`src/sv/gtrd_pkg.sv`:
```
// gtrd_pkg: shared types and constants for the gap tolerant run detector
// holds the register map, field widths and reset values of the control registers
// no dependencies
`default_nettype none

package gtrd_pkg;

   // control register bus
   localparam int CSR_DATA_W = 32;
   localparam int CSR_ADDR_W = 4;

   // fixed field widths
   localparam int SAMPLE_W    = 32;
   localparam int COUNT_W     = 17;
   localparam int GAP_W       = 8;
   localparam int GAP_LEN_W   = 9;
   localparam int START_IDX_W = 16;

   // largest run count
   localparam logic [COUNT_W-1:0] COUNT_MAX = {COUNT_W{1'b1}};

   // register indexes, taken from paddr[3:2]
   typedef enum logic [1:0] {
      REG_THRESHOLD   = 2'd0,
      REG_MIN_POINTS  = 2'd1,
      REG_MAX_GAP     = 2'd2,
      REG_START_INDEX = 2'd3
   } reg_index_type;

   // register reset values
   localparam logic [SAMPLE_W-1:0]    THRESHOLD_RESET   = '0;
   localparam logic [COUNT_W-1:0]     MIN_POINTS_RESET  = 17'd3;
   localparam logic [GAP_W-1:0]       MAX_GAP_RESET     = 8'd1;
   localparam logic [START_IDX_W-1:0] START_INDEX_RESET = '0;

endpackage

`default_nettype wire

```
`src/sv/gap_tolerant_run_detector_unit.sv`:
```
// the response to a request is loaded into the response register at the clock edge that accepts the request
// throughput: one request per cycle while the response is not stalled; the run count / gap update is a recurrence
// in one register stage, and the response register lets a new request in while it is taken
// reset (synchronous, active high): run state cleared, no vector open, registers at defaults
// gap_tolerant_run_detector_unit: top level, control registers, run tracker and response register
// depends on gtrd_pkg
`default_nettype none

module gap_tolerant_run_detector_unit
   import gtrd_pkg::*;
#(
   parameter int INDEX_BITS = 16
) (
   input  wire logic                         clock,
   input  wire logic                         reset,
   // request channel
   input  wire logic                         req_valid,
   output logic                              req_ready,
   input  wire logic signed [SAMPLE_W-1:0]   req_sample,
   input  wire logic                         req_last,
   // response channel
   output logic                              rsp_valid,
   input  wire logic                         rsp_ready,
   output logic                              rsp_count_reached,
   output logic                              rsp_run_found,
   output logic [INDEX_BITS-1:0]             rsp_run_first,
   output logic [INDEX_BITS-1:0]             rsp_run_final,
   // control register port
   input  wire logic                         csr_psel,
   input  wire logic                         csr_penable,
   input  wire logic                         csr_pwrite,
   input  wire logic [CSR_ADDR_W-1:0]        csr_paddr,
   input  wire logic [CSR_DATA_W-1:0]        csr_pwdata,
   output logic [CSR_DATA_W-1:0]             csr_prdata,
   output logic                              csr_pready
);

   localparam int SPAN_W = ((INDEX_BITS > COUNT_W) ? INDEX_BITS : COUNT_W) + 2;
   localparam logic [INDEX_BITS-1:0] INDEX_MAX = {INDEX_BITS{1'b1}};

   // control registers
   logic signed [SAMPLE_W-1:0] threshold_ff;
   logic [COUNT_W-1:0]         min_points_ff;
   logic [GAP_W-1:0]           max_gap_ff;
   logic [START_IDX_W-1:0]     start_index_ff;

   // run state
   logic [COUNT_W-1:0]    run_count_ff,  run_count_in;
   logic [GAP_LEN_W-1:0]  gap_len_ff,    gap_len_in;
   logic [GAP_LEN_W-1:0]  prev_gap_ff,   prev_gap_in;
   logic [INDEX_BITS-1:0] span_first_ff, span_first_in;
   logic [INDEX_BITS-1:0] span_final_ff, span_final_in;
   logic [INDEX_BITS-1:0] position_ff,   position_in;
   logic                  in_vector_ff,  in_vector_in;

   // response register
   logic                  rsp_valid_ff;
   logic                  reached_ff,  reached_in;
   logic                  found_ff,    found_in;
   logic [INDEX_BITS-1:0] first_ff,    first_in;
   logic [INDEX_BITS-1:0] final_ff,    final_in;

   logic                  csr_write;
   reg_index_type         csr_index;
   logic                  req_take;
   logic [47:0]           start_wide;
   logic [INDEX_BITS-1:0] start_idx;
   logic [INDEX_BITS-1:0] idx;
   logic                  sample_high;
   logic [COUNT_W-1:0]    count_inc;
   logic [GAP_LEN_W-1:0]  gap_plus;
   logic [COUNT_W:0]      penalty_sum;
   logic [COUNT_W:0]      penalty_diff;
   logic [SPAN_W-1:0]     span_len;

   assign csr_index = reg_index_type'(csr_paddr[3:2]);
   assign csr_write = csr_psel && csr_penable && csr_pwrite;
   assign csr_pready = 1'b1;

   // register writes
   always_ff @(posedge clock) begin
      if (reset) begin
         threshold_ff   <= THRESHOLD_RESET;
         min_points_ff  <= MIN_POINTS_RESET;
         max_gap_ff     <= MAX_GAP_RESET;
         start_index_ff <= START_INDEX_RESET;
      end else if (csr_write) begin
         unique case (csr_index)
            REG_THRESHOLD:   threshold_ff   <= csr_pwdata;
            REG_MIN_POINTS:  min_points_ff  <= csr_pwdata[COUNT_W-1:0];
            REG_MAX_GAP:     max_gap_ff     <= csr_pwdata[GAP_W-1:0];
            REG_START_INDEX: start_index_ff <= csr_pwdata[START_IDX_W-1:0];
            default:         ;
         endcase
      end
   end

   // register reads
   always_comb begin
      unique case (csr_index)
         REG_THRESHOLD:   csr_prdata = threshold_ff;
         REG_MIN_POINTS:  csr_prdata = CSR_DATA_W'(min_points_ff);
         REG_MAX_GAP:     csr_prdata = CSR_DATA_W'(max_gap_ff);
         REG_START_INDEX: csr_prdata = CSR_DATA_W'(start_index_ff);
         default:         csr_prdata = '0;
      endcase
   end

   // handshake: response register frees up when it is empty or being taken
   assign req_ready = !rsp_valid_ff || rsp_ready;
   assign req_take  = req_valid && req_ready;

   // start index fitted to the index width
   assign start_wide = {32'd0, start_index_ff};
   assign start_idx  = start_wide[INDEX_BITS-1:0];

   // per-sample run update
   always_comb begin
      idx          = in_vector_ff ? position_ff : start_idx;
      sample_high  = req_sample > threshold_ff;
      count_inc    = (run_count_ff == COUNT_MAX) ? run_count_ff : run_count_ff + 1'b1;
      gap_plus     = gap_len_ff + 1'b1;
      penalty_sum  = {1'b0, run_count_ff} + 1'b1;
      penalty_diff = penalty_sum - (COUNT_W + 1)'(gap_plus);

      run_count_in  = run_count_ff;
      gap_len_in    = gap_len_ff;
      prev_gap_in   = prev_gap_ff;
      span_first_in = span_first_ff;
      span_final_in = span_final_ff;

      if (sample_high) begin
         run_count_in = count_inc;
         gap_len_in   = '0;
         prev_gap_in  = '0;
         if (count_inc == COUNT_W'(1)) begin
            span_first_in = idx;
         end else begin
            span_final_in = idx;
         end
      end else if (run_count_ff == '0 || gap_plus > {1'b0, max_gap_ff}) begin
         // no run open, or gap too long: run dropped
         run_count_in = '0;
         gap_len_in   = '0;
         prev_gap_in  = '0;
      end else if (gap_len_ff < {1'b0, max_gap_ff}) begin
         // tolerated gap sample still counts
         run_count_in = count_inc;
         gap_len_in   = gap_plus;
         prev_gap_in  = gap_len_ff;
      end else begin
         // penalty: count minus gap plus one, floored at zero
         run_count_in = (penalty_sum > (COUNT_W + 1)'(gap_plus)) ?
                        penalty_diff[COUNT_W-1:0] : '0;
         gap_len_in   = gap_plus;
         prev_gap_in  = '0;
      end

      // span report on run close or end of vector, if the span holds at least min_points indices
      span_len = SPAN_W'(span_final_in) - SPAN_W'(span_first_in) + SPAN_W'(1);
      found_in = 1'b0;
      first_in = '0;
      final_in = '0;
      if ((run_count_in == '0 || req_last) &&
          $signed(span_len) >= $signed(SPAN_W'(min_points_ff))) begin
         found_in      = 1'b1;
         first_in      = span_first_in;
         final_in      = span_final_in;
         span_first_in = '0;
         span_final_in = '0;
      end
      reached_in = run_count_in >= min_points_ff;

      // vector boundary and index advance
      if (req_last) begin
         run_count_in  = '0;
         gap_len_in    = '0;
         prev_gap_in   = '0;
         span_first_in = '0;
         span_final_in = '0;
         position_in   = start_idx;
         in_vector_in  = 1'b0;
      end else begin
         position_in  = (idx == INDEX_MAX) ? idx : idx + 1'b1;
         in_vector_in = 1'b1;
      end
   end

   // run state registers
   always_ff @(posedge clock) begin
      if (reset) begin
         run_count_ff  <= '0;
         gap_len_ff    <= '0;
         prev_gap_ff   <= '0;
         span_first_ff <= '0;
         span_final_ff <= '0;
         position_ff   <= start_idx;
         in_vector_ff  <= 1'b0;
      end else if (req_take) begin
         run_count_ff  <= run_count_in;
         gap_len_ff    <= gap_len_in;
         prev_gap_ff   <= prev_gap_in;
         span_first_ff <= span_first_in;
         span_final_ff <= span_final_in;
         position_ff   <= position_in;
         in_vector_ff  <= in_vector_in;
      end
   end

   // response valid
   always_ff @(posedge clock) begin
      if (reset) begin
         rsp_valid_ff <= 1'b0;
      end else if (req_take) begin
         rsp_valid_ff <= 1'b1;
      end else if (rsp_ready) begin
         rsp_valid_ff <= 1'b0;
      end
   end

   // response payload
   always_ff @(posedge clock) begin
      if (req_take) begin
         reached_ff <= reached_in;
         found_ff   <= found_in;
         first_ff   <= first_in;
         final_ff   <= final_in;
      end
   end

   assign rsp_valid         = rsp_valid_ff;
   assign rsp_count_reached = reached_ff;
   assign rsp_run_found     = found_ff;
   assign rsp_run_first     = first_ff;
   assign rsp_run_final     = final_ff;

endmodule

`default_nettype wire

```
`config.mk`:
```
export PLATFORM = sky130hd
export DESIGN_NAME = gap_tolerant_run_detector_unit
export DESIGN_NICKNAME = d
export VERILOG_FILES = /design/src/sv/gtrd_pkg.sv /design/src/sv/gap_tolerant_run_detector_unit.sv
export SDC_FILE = /design/constraint.sdc
export NUM_CORES = 1
export LEC_CHECK = 0
export ABC_AREA = 0
export BUFFER_PORTS_ARGS = -buffer_cell sky130_fd_sc_hd__buf_2
export CAP_MARGIN = 20
export CELL_PAD_IN_SITES_DETAIL_PLACEMENT = 1
export CELL_PAD_IN_SITES_GLOBAL_PLACEMENT = 2
export CORE_ASPECT_RATIO = 1.2
export CORE_MARGIN = 4
export CORE_UTILIZATION = 36
export DETAILED_ROUTE_END_ITERATION = 8
export PLACE_DENSITY_LB_ADDON = 0.12
export SYNTH_ARGS = -nofsm -noshare
export SYNTH_HDL_FRONTEND = slang
export SYNTH_SLANG_ARGS = --single-unit
```
`constraint.sdc`:
```
create_clock -name clock -period 12.15 [get_ports clock]
set_clock_uncertainty 0.05 [all_clocks]
set_input_delay 1.215 -clock clock [delete_from_list [all_inputs] [get_ports clock]]
set_output_delay 1.215 -clock clock [all_outputs]
set_load 0.02 [all_outputs]
```
# Yosys cells after proc, flatten, opt, wreduce, memory -nomap -nowiden
# Index checks and enable logic that the tools add are counted.
# classes
n_addsub	7
order_cmp	6
n_eq_ne	6
muxes	27
reduce_logical	17
# ops
cell	count
$mux 16	13
$pmux 32 s4	1
$mux 17	6
$logic_not 17->1	2
$gt 32x32->1	1
$mux 9	3
$add 17x1->18 const B	1
$add 17x2->18 const B	1
$ge 18x18->1	1
$gt 18x9->1	1
$add 17x1->17 const B	1
$eq 17x1->1 const B	1
$eq 17x17->1 const B	1
$ge 17x17->1	1
$sub 16x16->17	1
$sub 17x9->17	1
$add 16x1->16 const B	1
$eq 16x16->1 const B	1
$add 9x1->9 const B	1
$gt 9x8->1	1
$lt 9x8->1	1
$reduce_and 2->1	4
$eq 2x2->1 const B	2
$logic_and 1x1->1	4
6 further kinds	12
# word_totals
reg_bits	183
inputBits	76
output_inout_bits	69
wordCells	78

# Depth between registers and ports, before layout
# logic_depth
ltp_word	11
mapped_depth	46
depth_no_buf	39

# Least setup slack after synthesis
# OpenSTA, ideal clock, no wires.
# synth_timing
path_kind	input to register
from	input port req_sample[31]
to	register first_ff[2], in the netlist rsp_run_first[2] (data pin)
setup_time_ps	141
arrival_ps	8637
required_time_ps	11959
slack_ps	3322
stages	37
cell_sequence	ha_1 > nand4_1 > nor4_1 > nand2_1 > nor3_1 > or3_1 > clkbuf_1 > and3_1 > buf_2 > buf_1 > mux2i_1 > inv_1 > ha_1 > a21oi_1 > or4_4 > a32o_1 > a21oi_2 > xnor2_1 > nor4_1 > nand2_1 > nor3_1 > nand4_1 > xnor2_1 > ha_1 > nand4_1 > nor2_1 > nor2_1 > a21boi_0 > o21ai_0 > nand2b_1 > o22ai_1 > or4_1 > o41a_1 > or2_1 > buf_6 > buf_6 > a21oi_2
# synth_via
elab_chain_len	6
# synth_rtl
element	line_no	source
from (decl)	gap_tolerant_run_detector_unit.sv:19	input wire logic signed [SAMPLE_W-1:0] req_sample,
$gt 32x32->1 (*)	gap_tolerant_run_detector_unit.sv:120	sample_high = req_sample > threshold_ff;
$mux 16	gap_tolerant_run_detector_unit.sv:132	if (sample_high) begin
$sub 16x16->17	gap_tolerant_run_detector_unit.sv:160	span_len = SPAN_W'(span_final_in) - SPAN_W'(span_first_in) + SPAN_W'(1);
$add 17x2->18	gap_tolerant_run_detector_unit.sv:160	
$ge 18x18->1	gap_tolerant_run_detector_unit.sv:165	$signed(span_len) >= $signed(SPAN_W'(min_points_ff))) begin
$logic_and 1x1->1	gap_tolerant_run_detector_unit.sv:164	if ((run_count_in == '0 || req_last) &&
to (signal assigned)	gap_tolerant_run_detector_unit.sv:226	first_ff <= first_in;
to (decl)	gap_tolerant_run_detector_unit.sv:60	logic [INDEX_BITS-1:0] first_ff, first_in;
# Mark *: on every way between the ends. The rest lies on a longest branch, timed or not.
# A chain may end at the register's enable or synchronous reset.

# Worst setup path after layout
# layout_timing
from	register run_count_ff[12]
to	register final_ff[2], in the netlist rsp_run_final[2] (data pin)
# layout_via
elab_chain_len	9
# layout_rtl
element	line_no	source
from (decl)	gap_tolerant_run_detector_unit.sv:48	logic [COUNT_W-1:0] run_count_ff, run_count_in;
from (signal assigned)	gap_tolerant_run_detector_unit.sv:200	run_count_ff <= run_count_in;
$add 17x1->17, or another cell as far along	gap_tolerant_run_detector_unit.sv:121	count_inc = (run_count_ff == COUNT_MAX) ? run_count_ff : run_count_ff + 1'b1;
$mux 17, or another cell as far along	gap_tolerant_run_detector_unit.sv:121	
$eq 17x1->1 or $mux 17 (tied branches)	gap_tolerant_run_detector_unit.sv:136, gap_tolerant_run_detector_unit.sv:153	
$mux 16 or $mux 17 (tied branches)	gap_tolerant_run_detector_unit.sv:136, gap_tolerant_run_detector_unit.sv:146	
$mux 16 or $mux 17 (tied branches)	gap_tolerant_run_detector_unit.sv:132, gap_tolerant_run_detector_unit.sv:141	
$sub 16x16->17 or $mux 17 (tied branches)	gap_tolerant_run_detector_unit.sv:160, gap_tolerant_run_detector_unit.sv:132	
$add 17x2->18 or $logic_not 17->1 (tied branches)	gap_tolerant_run_detector_unit.sv:160, gap_tolerant_run_detector_unit.sv:164	
$ge 18x18->1 or $logic_or 1x1->1 (tied branches)	gap_tolerant_run_detector_unit.sv:165, gap_tolerant_run_detector_unit.sv:164	
$logic_and 1x1->1	gap_tolerant_run_detector_unit.sv:164	
to (signal assigned)	gap_tolerant_run_detector_unit.sv:227	final_ff <= final_in;
to (decl)	gap_tolerant_run_detector_unit.sv:61	logic [INDEX_BITS-1:0] final_ff, final_in;
# Several ways; a longest one is shown, not always the timed one.

==> reports/results.env <==
NETLIST_CELL_TYPES=96
OVERFLOW=0
SYNTHESIS.AREA_UM2=13500
CELLS_ON_WORST_REG2REG_PATH=38
STARTPOINT_TYPES='flip-flop'
DETAIL_ROUTE.DRC_VIOLATIONS=0
FINAL_CELL_AREA_UM2=15200
ROUTABILITYCONGESTION=0.835
CTS_SETUP_BUFFERS=0
CLOCK_TREE_FROM_TRITONCTS='done'
TIMING.CRITICAL_PATH.ARRIVAL_PS=10930
SYNTH_AREA_LEADER_CELL='sky130_fd_sc_hd__dfxtp_1'
MAXCAPVIOLATIONS=0
LAYOUT.FILLER_CELLS=4564
COMB_POWER_SHARE=0.284
SWITCHING_SHARE=0.349
SHARE_OF_POST_ROUTE_CELLS_WITH_DRIVE_STRENGTH_ABOVE_1=0.154
PLACEABLECOREAREA_UM2=37000
WORSTPATHMAXFANOUT=33
POST-SYNTH-TOP-AREA-FRACTION=0.197
TIMING.FINAL.CRIT_PERIOD_PS=10720
TIMING.CRITICAL_PATH.TO='rsp_run_final[2]'
LARGEST_FAMILY_OF_LOGIC_CELLS_BY_SYNTHESIZED_AREA='simple AND/OR/NAND/NOR gates'
CTS.HTREE.LEVELS=4
POWER.INTERNAL_mW=1.15
REG2REG_FROM='run_count_ff[12]'
YS.FLOP_TYPE='sky130_fd_sc_hd__dfxtp_1'
XOR_XNOR_PORTION_OF_THE_SYNTHESIZED_CELL_AREA=0.0497
SYNTH_COMPOUND_GATE_AREA_SHARE=0.185
TOTAL_POWER_mW=1.77
YOSYS_REGISTER_BITS=183
CLASS_OF_THE_WORST_HOLD_PATH='flip-flop to flip-flop'
NNETSFINAL=1971
GRT_SETUP_UNREPAIRED='false'
SYNTH_ADDER_AREA_SHARE=0.106
HOLD_PATH.STARTPOINT='span_final_ff[13]'
MAXIMUM_NUMBER_OF_PINS_ON_ONE_NET_BEFORE_GLOBAL_ROUTE_REPAIR=77
DIE_X_UM=185
POST_CTS.RESIZED_INSTANCES=0
CRITPATHSLOWESTCELL='sky130_fd_sc_hd__dfxtp_1'
PORT_BUFFERS=141
ANTENNA_VIOLATING_NETS_LEFT=0
PATH_CLASS='flip-flop to flip-flop'
CLOCK_INSERTION_DELAY_WORST_SKEW_PS=460
CTSROOTBUFFERMASTER='sky130_fd_sc_hd__clkbuf_16'
CLOCK_POWER_SHARE=0.345
DP.FINAL_HPWL_UM=36200
SYNTH-EDFF-COUNT=50
HOLD_BUFFERS=0
FINAL_SETUP_VIOLATION_COUNT=0
DIE_H_UM=220
WORST_IR_DROP_VDD_V=0.0000780
POST_SYNTH_MOST_FREQUENT_CELLS='sky130_fd_sc_hd__nand2_1 (281), sky130_fd_sc_hd__dfxtp_1 (133), sky130_fd_sc_hd__a21oi_1 (128)'
TIMING.FINAL.CRIT_SHARE=0.882
DR_TOTAL_VIAS=12700
WORST-R2R-SETUP-SLACK_PS=1430
CP-STARTPOINT='run_count_ff[12]'
ANTENNA_VIOLATIONS_BEFORE_REPAIR=1
CP_SLOWEST_STAGE_DELAY_PS=680
WORST-SLEW-PIN-TRANSITION_PS=1020
DRT-TOTAL-WL_UM=46700
TIMING.RR.END='rsp_run_final[2]'
PLACEMENT.CELL_AREA_UM2=14600
RELSLEWSLACK=0.321
VIAS_IN_THE_FIRST_GLOBAL_ROUTE=12900
CTS.REPORTEDPATHS.CLKPINSLEW_PS=80
POST-SYNTH-TOP-COUNT-CELL='sky130_fd_sc_hd__nand2_1'
SEQ_POWER_SHARE=0.371
DRTPASS1ITERATIONS=5
NUMBER_OF_STANDARD_CELLS_AFTER_SYNTHESIS=1693
DRT_ITER0_DRC=618
CTS_MAX_PATH_BUFS=2
CRIT_PATH_END_KIND='flip-flop'
DRT-WIRELENGTH-PER-CELL_UM=20.6
SYNTH-SIMPLE-AREA-SHARE=0.234
OVERALL_GLOBAL_ROUTING_USAGE=0.228
SWITCHINGPOWER_uW=618
ASYNC_FLOP_SHARE=0
GRT_PASS1_WL_UM=72900
YOSYSWARNINGCOUNT=0
COUNT_OF_ENDPOINTS_FAILING_HOLD_IN_THE_FINAL_TIMING_REPORT=0
LAYOUT-AREA-OVERHEAD-VS-SYNTH_PCT=12.7
START_UTIL=0.365
POST_DRT_VIA_CELL_RATIO=5.57
FINALMAXSLEWVIOLATIONS=0
MUXSHAREOFSYNTHAREA=0.0535
SYN_AVG_CELL_AREA_UM2=7.98
IOS=145
RATIO_OF_TOTAL_POWER_TO_CELL_AREA_nW_PER_UM2=116
FINAL.SETUP.TNS_PS=0
SYNTH-SEQ-AREA-SHARE=0.308
ROW_COUNT=77
LEAKAGE_POWER_nW=6.10
CRITPATHMOSTFREQUENTCELL='sky130_fd_sc_hd__nor2_1'
SYNTHTOPCELLSBYAREA='sky130_fd_sc_hd__dfxtp_1 (20%), sky130_fd_sc_hd__edfxtp_1 (11%), sky130_fd_sc_hd__ha_1 (10%)'
MAPPEDNETLISTNETS=1882
CTS_SINK_CNT=183
CLOCK_BUFFERS_CREATED_BY_TRITONCTS=17
CRIT_REQUIRED_PS=12360
TIMING.FMAX_GHz=0.0933
RUN_STATUS='finished clean'
DIE-AREA_UM2=40700
[area by class of cell]
class / instances / area, um^2 / share of cell area
multi-input combinational: 1299 / 8510 / 0.559
sequential: 183 / 4160 / 0.273
timing repair buffer: 167 / 905 / 0.0594
tap: 474 / 593 / 0.0389
inverter: 114 / 428 / 0.0281
clock buffer: 17 / 425 / 0.0279
clock inverter: 15 / 203 / 0.0133
antenna: 1 / 2.50 / 0.000164
[cell families (layout without fill, tap and decap cells)]
group | after synthesis | after routing
simple gates | 655 | 655
buf+inv | 211 | 313
fa+ha+maj | 113 | 113
xor+xnor | 75 | 75
compound gates | 394 | 394
other cells | 1 | 2
flops | 183 | 183
mux | 61 | 61
[sequential cells by signal (all words and copies together), names as in the netlist, 8 cells and up]
name	cells
gap_len_ff	9
rsp_run_first	16
span_final_ff	16
start_idx	16
threshold_ff	32
min_points_ff	17
span_first_ff	16
max_gap_ff	8
position_ff	16
rsp_run_final	16
run_count_ff	17
[metal layers]
| layer | wire [um] | global-route usage |
|---|---|---|
| met5 | 0 | 0 |
| met1 | 20700 | 0.288 |
| met4 | 1170 | 0.0712 |
| met2 | 23700 | 0.409 |
| met3 | 1090 | 0.0263 |
[power by group through the flow]
stage	Combinational, mW	Sequential, mW	Clock (mW)
2_1_floorplan	0.370	0.678	0
3_3_place_gp	0.495	0.670	0
3_5_place_dp	0.506	0.670	0
4_1_cts	0.509	0.656	0.625
5_1_grt	0.564	0.658	0.649
6_report	0.502	0.656	0.611
[worst max-delay path: cells and delay by family (launching register included)]
| family | cells | cell delay (ps) |
|---|---|---|
| AND/OR/NAND/NOR | 20 | 5430 |
| AO/OA/AOI/OAI | 10 | 2330 |
| adder cells (fa/ha/maj) | 3 | 1070 |
| flip-flops | 1 | 680 |
| buffers and inverters | 3 | 540 |
| XOR/XNOR | 2 | 380 |
[through the flow]
stage,util,setup slack [ps],instances,hold WS [ps]
3_3_place_gp,0.394,1520,2236,378
4_1_cts,0.412,1370,2269,405
6_report,0.412,1430,2270,405
3_5_place_dp,0.395,1430,2237,387
5_1_grt,0.412,536,2270,430
2_1_floorplan,-,3320,1693,370
[worst min path at each step]
| stage | to | depth (start not counted) |
|---|---|---|
| 2_1_floorplan | span_final_ff[0] | 2 |
| 3_3_place_gp | span_final_ff[7] | 2 |
| 3_5_place_dp | span_final_ff[13] | 2 |
| 4_1_cts | span_final_ff[13] | 2 |
| 5_1_grt | threshold_ff[30] | 2 |
| 6_report | span_final_ff[13] | 2 |
[cells in the final DEF, fill, tap and decap left out, drive strengths merged, types with 43 or more instances in the layout]
cell type,synthesis,routed
a21oi,132,132
buf,31,167
dfxtp,133,133
edfxtp,50,50
ha,111,111
inv,114,121
mux2i,43,43
nand2,282,282
nand3,48,48
nor2,115,115
o21ai,102,102
xnor2,48,48
(Power assumes the default switching activity.)
